### config.mk
export PLATFORM = sky130hd
export DESIGN_NAME = arith_token_lexer
export DESIGN_NICKNAME = d
export VERILOG_FILES = /design/src/sv/atl_pkg.sv /design/src/sv/atl_core.sv /design/src/sv/atl_fifo.sv /design/src/sv/arith_token_lexer.sv
export SDC_FILE = /design/constraint.sdc
export NUM_CORES = 1
export LEC_CHECK = 0
export BUFFER_PORTS_ARGS = -buffer_cell sky130_fd_sc_hd__buf_2
export CAP_MARGIN = 20
export CORE_MARGIN = 2
export CORE_UTILIZATION = 25
export DETAILED_ROUTE_END_ITERATION = 8
export GPL_TIMING_DRIVEN = 0
export PLACE_DENSITY = 0.42
export SLEW_MARGIN = 20
export SYNTH_ARGS = -nofsm -noshare
export SYNTH_HDL_FRONTEND = slang
export SYNTH_SLANG_ARGS = --single-unit
### constraint.sdc
create_clock -name i_clk -period 5 [get_ports i_clk]
set_clock_uncertainty 0.15 [all_clocks]
set_input_delay 1 -clock i_clk [delete_from_list [all_inputs] [get_ports i_clk]]
set_output_delay 1 -clock i_clk [all_outputs]
set_load 0.01 [all_outputs]
### src/sv/atl_pkg.sv
package atl_pkg;

    typedef enum logic [3:0] {
        KIND_ADD    = 4'd0,
        KIND_SUB    = 4'd1,
        KIND_MULT   = 4'd2,
        KIND_DIV    = 4'd3,
        KIND_SEMI   = 4'd4,
        KIND_LPAREN = 4'd5,
        KIND_RPAREN = 4'd6,
        KIND_LBRACE = 4'd7,
        KIND_RBRACE = 4'd8,
        KIND_NUMBER = 4'd9,
        KIND_LETTER = 4'd10,
        KIND_IDEND  = 4'd11,
        KIND_END    = 4'd12,
        KIND_ERROR  = 4'd13
    } t_kind;

    localparam logic [7:0] CH_EOT     = 8'h00;
    localparam logic [7:0] CH_NEWLINE = 8'h0a;
    localparam logic [7:0] CH_SPACE   = 8'h20;
    localparam logic [7:0] CH_ZERO    = 8'h30;
    localparam logic [7:0] CH_NINE    = 8'h39;
    localparam logic [7:0] CH_UPPER_A = 8'h41;
    localparam logic [7:0] CH_UPPER_Z = 8'h5a;
    localparam logic [7:0] CH_LOWER_A = 8'h61;
    localparam logic [7:0] CH_LOWER_Z = 8'h7a;
    localparam logic [7:0] CH_PLUS    = 8'h2b;
    localparam logic [7:0] CH_MINUS   = 8'h2d;
    localparam logic [7:0] CH_STAR    = 8'h2a;
    localparam logic [7:0] CH_SLASH   = 8'h2f;
    localparam logic [7:0] CH_SEMI    = 8'h3b;
    localparam logic [7:0] CH_LPAREN  = 8'h28;
    localparam logic [7:0] CH_RPAREN  = 8'h29;
    localparam logic [7:0] CH_LBRACE  = 8'h7b;
    localparam logic [7:0] CH_RBRACE  = 8'h7d;

    localparam int VALUE_W = 32;

    typedef struct packed {
        t_kind               kind;
        logic [VALUE_W-1:0]  number_value;
        logic [7:0]          letter;
        logic                last_of_run;
    } t_result;

    typedef struct packed {
        t_result     res0;
        t_result     res1;
        logic [1:0]  cnt;
    } t_step_out;

    typedef struct packed {
        logic   hit;
        t_kind  kind;
    } t_op;

    function automatic t_op op_lookup(input logic [7:0] ch);
        t_op r;
        r.hit  = 1'b1;
        r.kind = KIND_ADD;
        case (ch)
            CH_PLUS:   r.kind = KIND_ADD;
            CH_MINUS:  r.kind = KIND_SUB;
            CH_STAR:   r.kind = KIND_MULT;
            CH_SLASH:  r.kind = KIND_DIV;
            CH_SEMI:   r.kind = KIND_SEMI;
            CH_LPAREN: r.kind = KIND_LPAREN;
            CH_RPAREN: r.kind = KIND_RPAREN;
            CH_LBRACE: r.kind = KIND_LBRACE;
            CH_RBRACE: r.kind = KIND_RBRACE;
            default:   r.hit  = 1'b0;
        endcase
        return r;
    endfunction

endpackage

### src/sv/atl_core.sv
module atl_core #(
    parameter int NUMBER_BITS = 32
) (
    input  logic               i_clk,
    input  logic               i_rst_n,
    input  logic               i_step,
    input  logic [7:0]         i_ch,
    output atl_pkg::t_step_out o_out
);
    import atl_pkg::*;

    typedef enum logic [1:0] {
        MODE_IDLE  = 2'd0,
        MODE_NUM   = 2'd1,
        MODE_IDENT = 2'd2
    } t_mode;

    t_mode                  r_mode, n_mode;
    logic [NUMBER_BITS-1:0] r_acc, n_acc;
    logic                   r_halt, n_halt;

    logic                   is_digit;
    logic                   is_letter;
    logic [3:0]             digit;
    t_op                    op;
    t_result                res [2];
    logic [1:0]             cnt;
    logic                   done;

    assign is_digit  = i_ch inside {[CH_ZERO:CH_NINE]};
    assign is_letter = i_ch inside {[CH_UPPER_A:CH_UPPER_Z], [CH_LOWER_A:CH_LOWER_Z]};
    assign digit     = 4'(i_ch - CH_ZERO);
    assign op        = op_lookup(i_ch);

    always_comb begin
        n_mode = r_mode;
        n_acc  = r_acc;
        n_halt = r_halt;
        res[0] = '0;
        res[1] = '0;
        cnt    = 2'd0;
        done   = 1'b0;
        if (!r_halt) begin
            case (r_mode)
                MODE_NUM: begin
                    if (is_digit) begin
                        n_acc = (r_acc << 3) + (r_acc << 1) + NUMBER_BITS'(digit);
                        done  = 1'b1;
                    end else begin
                        res[0].kind         = KIND_NUMBER;
                        res[0].number_value = VALUE_W'(r_acc);
                        cnt    = 2'd1;
                        n_acc  = '0;
                        n_mode = MODE_IDLE;
                    end
                end
                MODE_IDENT: begin
                    if (is_letter) begin
                        res[0].kind   = KIND_LETTER;
                        res[0].letter = i_ch;
                        cnt  = 2'd1;
                        done = 1'b1;
                    end else begin
                        res[0].kind = KIND_IDEND;
                        cnt    = 2'd1;
                        n_mode = MODE_IDLE;
                    end
                end
                default: begin
                    n_mode = MODE_IDLE;
                end
            endcase
            if (!done) begin
                if (op.hit) begin
                    res[cnt[0]].kind = op.kind;
                    cnt = cnt + 2'd1;
                end else if (i_ch == CH_EOT) begin
                    res[cnt[0]].kind = KIND_END;
                    cnt = cnt + 2'd1;
                end else if (i_ch == CH_SPACE || i_ch == CH_NEWLINE) begin
                    n_mode = MODE_IDLE;
                end else if (is_digit) begin
                    n_mode = MODE_NUM;
                    n_acc  = NUMBER_BITS'(digit);
                end else if (is_letter) begin
                    n_mode = MODE_IDENT;
                    res[cnt[0]].kind   = KIND_LETTER;
                    res[cnt[0]].letter = i_ch;
                    cnt = cnt + 2'd1;
                end else begin
                    res[cnt[0]].kind = KIND_ERROR;
                    cnt    = cnt + 2'd1;
                    n_halt = 1'b1;
                end
            end
            if (cnt == 2'd1) begin
                res[0].last_of_run = 1'b1;
            end else if (cnt == 2'd2) begin
                res[1].last_of_run = 1'b1;
            end
        end
    end

    assign o_out.res0 = res[0];
    assign o_out.res1 = res[1];
    assign o_out.cnt  = i_step ? cnt : 2'd0;

    always_ff @(posedge i_clk) begin
        if (!i_rst_n) begin
            r_mode <= MODE_IDLE;
            r_acc  <= '0;
            r_halt <= 1'b0;
        end else if (i_step) begin
            r_mode <= n_mode;
            r_acc  <= n_acc;
            r_halt <= n_halt;
        end
    end

endmodule

### src/sv/atl_fifo.sv
module atl_fifo (
    input  logic               i_clk,
    input  logic               i_rst_n,
    input  atl_pkg::t_step_out i_push,
    output logic               o_room2,
    output logic               o_valid,
    input  logic               i_pop,
    output atl_pkg::t_result   o_data
);
    import atl_pkg::*;

    localparam int DEPTH = 4;
    localparam int PTR_W = $clog2(DEPTH);

    t_result            mem [DEPTH];
    logic [PTR_W-1:0]   r_wr_ptr, n_wr_ptr;
    logic [PTR_W-1:0]   r_rd_ptr, n_rd_ptr;
    logic [PTR_W:0]     r_count, n_count;
    logic               pop_ok;
    logic [PTR_W-1:0]   wr_ptr1;

    assign pop_ok  = i_pop && (r_count != '0);
    assign wr_ptr1 = r_wr_ptr + PTR_W'(1);
    assign n_wr_ptr = r_wr_ptr + PTR_W'(i_push.cnt);
    assign n_rd_ptr = r_rd_ptr + PTR_W'(pop_ok);
    assign n_count  = r_count + (PTR_W+1)'(i_push.cnt) - (PTR_W+1)'(pop_ok);

    assign o_room2 = r_count <= (PTR_W+1)'(DEPTH - 2);
    assign o_valid = r_count != '0;
    assign o_data  = mem[r_rd_ptr];

    always_ff @(posedge i_clk) begin
        if (i_push.cnt != 2'd0) begin
            mem[r_wr_ptr] <= i_push.res0;
        end
        if (i_push.cnt == 2'd2) begin
            mem[wr_ptr1] <= i_push.res1;
        end
    end

    always_ff @(posedge i_clk) begin
        if (!i_rst_n) begin
            r_wr_ptr <= '0;
            r_rd_ptr <= '0;
            r_count  <= '0;
        end else begin
            r_wr_ptr <= n_wr_ptr;
            r_rd_ptr <= n_rd_ptr;
            r_count  <= n_count;
        end
    end

endmodule

### src/sv/arith_token_lexer.sv
// arith_token_lexer: turns a stream of source bytes into arithmetic tokens
// slave side: one byte per request in s_axis_tdata, byte zero ends a text
// master side: one token per request; tuser carries the token kind, tdata
// carries the number value and the identifier letter, tlast marks the
// final token caused by one input byte
// a byte is taken into an input register, decoded against the lexer state
// once the queue has room for two tokens, and its zero, one or two tokens
// are written to a four-entry result queue, from which the master side reads
// throughput is one byte per cycle while each byte gives at most one token
// and the receiver does not stall; a byte that ends a number or identifier
// and also gives a token of its own writes two tokens to the queue at once,
// while the master side reads at most one token per cycle
// when the receiver stalls the queue fills and tready drops once fewer
// than two entries are free; nothing is lost or repeated
// after an error token all input is taken and dropped until reset
// reset (synchronous, active low) empties the queue and returns to idle
module arith_token_lexer #(
    parameter int NUMBER_BITS = 32
) (
    input  logic        i_clk,
    input  logic        i_rst_n,
    input  logic        s_axis_tvalid,
    output logic        s_axis_tready,
    input  logic [7:0]  s_axis_tdata,   // ch[7:0]
    output logic        m_axis_tvalid,
    input  logic        m_axis_tready,
    output logic [39:0] m_axis_tdata,   // number_value[31:0], letter[39:32]
    output logic [3:0]  m_axis_tuser,   // kind[3:0]
    output logic        m_axis_tlast
);
    import atl_pkg::*;

    logic       r_in_valid;
    logic [7:0] r_ch;
    logic       room2;
    logic       step;
    t_step_out  step_out;
    t_result    head;

    assign step          = r_in_valid && room2;
    assign s_axis_tready = !r_in_valid || step;

    always_ff @(posedge i_clk) begin
        if (!i_rst_n) begin
            r_in_valid <= 1'b0;
        end else if (s_axis_tvalid && s_axis_tready) begin
            r_in_valid <= 1'b1;
        end else if (step) begin
            r_in_valid <= 1'b0;
        end
    end

    always_ff @(posedge i_clk) begin
        if (s_axis_tvalid && s_axis_tready) begin
            r_ch <= s_axis_tdata;
        end
    end

    atl_core #(
        .NUMBER_BITS(NUMBER_BITS)
    ) u_core (
        .i_clk   (i_clk),
        .i_rst_n (i_rst_n),
        .i_step  (step),
        .i_ch    (r_ch),
        .o_out   (step_out)
    );

    atl_fifo u_fifo (
        .i_clk   (i_clk),
        .i_rst_n (i_rst_n),
        .i_push  (step_out),
        .o_room2 (room2),
        .o_valid (m_axis_tvalid),
        .i_pop   (m_axis_tready),
        .o_data  (head)
    );

    assign m_axis_tdata = {head.letter, head.number_value};
    assign m_axis_tuser = head.kind;
    assign m_axis_tlast = head.last_of_run;

endmodule
* After elaboration in Yosys (flattened, before gate mapping)
Memory sizes are Yosys's and may differ from the RTL's. A register that Yosys moved wholly into a read port is not among the register bits.
Index checks and enable logic that the tools add are counted.
** Word-level totals
- Register bits :: 51
- RAM bits :: 180
- Input port bits :: 12
- Output and inout bits :: 47
- Word-level logic and storage cells :: 137
- Memories kept :: 1
** Operators by class
- Add/subtract/negate cells :: 9
- Order comparisons :: 9
- Eq/ne operators :: 16
- Muxes and demuxes :: 75
- Bitwise operators :: 2
- Reduce and logical (&&, ||, !) cells :: 17
** Memories
- u_fifo.mem :: words 4, width 45, rd ports 1, clocked after Yosys merged registers in 1, write ports 2, RTL line atl_fifo.sv:15 : t_result mem [DEPTH];
** Operators with widths (number)
- 90-bit 2-to-1 mux :: 7
- 90-bit bitwise mux :: 5
- 32-bit 2-to-1 mux :: 9
- 45-bit demux with 1-bit select :: 2
- 8-bit by 6-bit == test with 1-bit output, second input constant :: 8
- 45-bit 2-to-1 mux :: 1
- 2-bit 2-to-1 mux :: 18
- 36-bit 2-to-1 mux :: 1
- 32-bit adder :: 1
- 32-bit by 4-bit adder with 32-bit output :: 1
- 4-bit case mux with 8 select lines :: 1
- 8-bit 2-to-1 mux :: 3
- 1-bit 2-to-1 mux :: 22
- 8-bit by 7-bit == test with 1-bit output, second input constant :: 2
- 8-bit by 7-bit >= comparator with 1-bit output, second input constant :: 2
- 8-bit by 7-bit <= comparator with 1-bit output, second input constant :: 2
- 9-bit 2-to-1 mux :: 1
- 9-bit OR reduction :: 1
- 8-bit by 4-bit == test with 1-bit output, second input constant :: 1
- 8-bit by 6-bit >= comparator with 1-bit output, second input constant :: 1
- 8-bit by 6-bit <= comparator with 1-bit output, second input constant :: 1
- 8-bit logical NOT :: 1
- 2-bit case mux with 2 select lines :: 2
- 4-bit case mux with 2 select lines :: 1
- other kinds (21) :: 34

* Logic depth before layout (Yosys ltp)
- Word-level depth :: 21
- Gate-level depth with buffers :: 16

* Hierarchy
From an unflattened synthesis, not the netlist that was laid out.
** Second synthesis, totals
- Cell total of the unflattened synthesis :: 1084
- Area, all modules :: 14365.0 sq um
** Modules (own cells, without submodules)
- atl_fifo :: times used 1, cells an instance 480, area each 9476.6 sq um, sequential area each 5545.3 sq um
- atl_core :: times used 1, cells an instance 590, area each 4583.1 sq um, sequential area each 700.7 sq um
- arith_token_lexer :: times used 1, cells an instance 14, area each 305.3 sq um, sequential area each 260.2 sq um

* Worst setup path before layout
Ideal clock, no wire load.
- Path type :: flip-flop to flip-flop
- Start :: reg u_core.r_mode[1]
- End :: mem u_fifo.mem[1][0] in the netlist's numbering, enable pin
- Setup time :: 0.462 ns
- Arrival :: 4.473 ns
- Path slack :: -0.085 ns
- Cell stages (with the launch flop) :: 13
- Clock period less this slack :: 5.085 ns
- Cells stage by stage :: dfxtp_1 > inv_1 > ha_1 > clkbuf_1 > inv_1 > a31o_2 > a21oi_2 > ha_1 > a21o_1 > o211a_1 > buf_6 > a31o_2 > a21oi_1
** RTL lines
- start: declaration :: RTL line atl_core.sv:18 : t_mode r_mode, n_mode;
- start signal: assignment :: RTL line atl_core.sv:114 : r_mode <= n_mode;
- end: declaration :: RTL line atl_fifo.sv:15

==> flow_summary.yaml <==
run_status:
  status: "finished, final reports clean"
clock_tree:
  cts_buffer_depth: 3
  clk_latency_ns: 0.55
  clock-sinks: 231
  cts_setup_buffers: 0
  cts_buffers: 27
  clk_pin_slew_ns: 0.06
  h-tree-depth: 1
  cts_tree: "built"
  root_buffer: "clkbuf_16"
  ctsHoldBuffers: 0
  cts_resized: 0
job:
  cap_viol_max_count: 0
placement:
  dp.cells: 1808
  place_congestion: 0.832
  dp_hpwl_mm: 25.1
  port_buffers: 58
  place_ws_ns: 0.421
final_layout:
  syn_to_final_growth_pct: 17.8
  drive_gt1_share_pct: 17.0
  final_nets: 1248
  n_antenna_cell: 0
  finalNonFillerCells: 1858
  post-route-util_pct: 29.8
floorplan:
  design.core.area_um2: 50100
  pin_count: 59
  initial_core_util_pct: 25.3
  die_y_um: 229
  die_area_um2: 52400
  rows: 82
  die_x_um: 229
yosys:
  synth_top_cells_by_area: "edfxtp_1 (45%), mux4_2 (8.0%), dfxtp_1 (6.8%)"
  ys_seq_area_share_pct: 51.4
  synth-edff-count: 188
  yosys_most_used_dff: "edfxtp_1"
  synthMuxAreaShare_pct: 11.8
  synth_warnings: 0
  synth_top_family_by_area: "simple AND/OR/NAND/NOR gates"
  syn_area_um2: 12600
  yosysMostFrequentCell: "edfxtp_1"
  synth_compound_gate_area_share_pct: 11.7
  async_flop_share_pct: 0
  synth_top_cell_area_share_pct: 44.6
  synth_adder_area_share_pct: 7.28
  yosys.area_share.simple_pct: 13.5
  synth_cells: 1067
  yosys.area.top_type: "edfxtp_1"
  synth_cell_type_count: 84
  avgSynthCellArea_um2: 11.9
  ys_ff_latch: 231
  synth-xor-area-share_pct: 1.25
  synth_common_cells: "edfxtp_1 (188), nor2_1 (154), nand2_1 (91)"
timing:
  setup_slack_ns: 0.414
  grt_setup_unrepaired: "false"
  period_minus_slack_ns: 4.59
  max_slew_margin_pct: 26.6
  clock.fmax_mhz: 218
  period_share_pct: 91.7
  setup_viol: 0
  drv_slew: 0
  tightest_slew_ns: 1.10
  final_hold_viol_count: 0
  setup_tns_ns: 0
global_route:
  grt_pass1_vias: 8876
  overflow: 0
  gr-usage-all-layers_pct: 13.4
  grt_max_degree: 41
  grt_first_pass_wirelength_mm: 54.6
  grt_antenna_before_repair: 0
critical_path:
  worstSetupPathType: "reg -> reg"
  required_ns: 5.09
  cp-start-kind: "flip-flop"
  arrival_ns: 4.67
  endpoint_kind: "flip-flop"
  crit_fanout: 23
detailed_routing:
  initialDrtViolationCount: 527
  drc: 0
  ant_nets: 0
  wl_mm: 34.8
  viasPerCell: 4.67
  drt_first_pass_iters: 5
  via_count: 8672
  wl_per_cell_um: 18.7
worst_hold_path:
  min_path_type: "reg -> reg"
pwr:
  leakage_nw: 5.47
  p_per_area_nw_per_um2: 349
  peakVddDrop_mv: 0.248
==> routing by layer <==
metal	routed length [um]	vias to the layer above	GRT usage (%)
met5	0	-	0
met4	674	0	3.19
li1	-	4207	-
met3	1340	40	1.81
met1	16400	4264	18.5
met2	16300	161	22.1
==> area by class of cell <==
| class | instances | area, um^2 |
|---|---|---|
| plain buffers | 55 | 254 |
| clock buffers | 31 | 691 |
| clock inverters | 19 | 181 |
| fillers | 5181 | 35200 |
| inverters | 32 | 120 |
| multi-input cells | 752 | 5830 |
| flip-flops and latches | 231 | 6510 |
| well taps | 672 | 841 |
| repair buffers | 66 | 479 |
==> cells by family (layout without fill, tap and decap cells) <==
group | Yosys count | after routing
mux | 93 | 93
fa+ha+maj | 72 | 72
compound gates | 199 | 199
buf+inv | 87 | 203
flops | 231 | 231
xor+xnor | 18 | 18
simple gates | 366 | 366
other cells | 1 | 4
==> power by group <==
| group | leakage [nW] | switching (W) | internal, W | total, W |
|---|---|---|---|---|
| clock | 0.425 | 0.000803 | 0.00115 | 0.00195 |
| combinational | 3.00 | 0.000568 | 0.000464 | 0.00103 |
| sequential | 2.05 | 0.0000354 | 0.00218 | 0.00222 |
| total | 5.47 | 0.00141 | 0.00379 | 0.00520 |
==> stage by stage <==
| stage | cell area [um^2] | hold slack [ns] | power, W |
|---|---|---|---|
| 4_1_cts | 14900 | 0.355 | 0.00529 |
| 2_1_floorplan | 12700 | 0.302 | 0.00293 |
| 5_1_grt | 14900 | 0.388 | 0.00544 |
| 6_report | 14900 | 0.351 | 0.00520 |
| 3_5_place_dp | 14000 | 0.331 | 0.00332 |
| 3_3_place_gp | 13800 | 0.331 | 0.00330 |
==> worst max-delay path, stage by stage, from the launching register on <==
cell and delay (ns):
edfxtp_1 0.34, buf_2 0.23, nor3b_2 0.43, nand3_1 0.39
inv_2 0.17, clkbuf_1 0.43, a21oi_2 0.34, a2111oi_4 1.00
a311o_2 0.33, buf_12 0.22, buf_12 0.21
==> registers in the layout, indices dropped and copies added, names as in the netlist <==
| signal | cells |
|---|---|
| r_ch | 8 |
| u_core.r_acc | 32 |
| r_in_valid | 1 |
| u_fifo.r_rd_ptr | 2 |
| u_fifo.r_count | 3 |
| u_core.r_halt | 1 |
| u_fifo.mem | 180 |
| u_core.r_mode | 2 |
| u_fifo.r_wr_ptr | 2 |
==> placed cells by master, fill, tap and decap left out, drive strengths merged, types with 11 or more instances in the layout <==
master / count
nor3: 17
mux4: 45
nor2b: 19
o21ai: 34
dfxtp: 43
ha: 68
nand3: 15
clkbuf: 65
mux2i: 44
buf: 87
clkinv: 14
and2: 19
nand2: 91
inv: 33
a21oi: 43
xnor2: 11
edfxtp: 188
nor2: 154
a21o: 13
==> final timing paths <==
kind                                 startpoint                               to  slack [ns]  cells past startpoint
hold / removal    u_core.r_acc[31]$_SDFFE_PN0P_    u_core.r_acc[31]$_SDFFE_PN0P_        0.35                      2
setup reg to reg              r_ch[5]$_DFFE_PP_  u_fifo.mem[0][35]$_SDFFCE_PP0P_        0.41                     10
hold reg to reg   u_core.r_acc[31]$_SDFFE_PN0P_    u_core.r_acc[31]$_SDFFE_PN0P_        0.35                      2
setup / recovery              r_ch[5]$_DFFE_PP_  u_fifo.mem[0][35]$_SDFFCE_PP0P_        0.41                     10
Power figures use the tool's default switching activity.
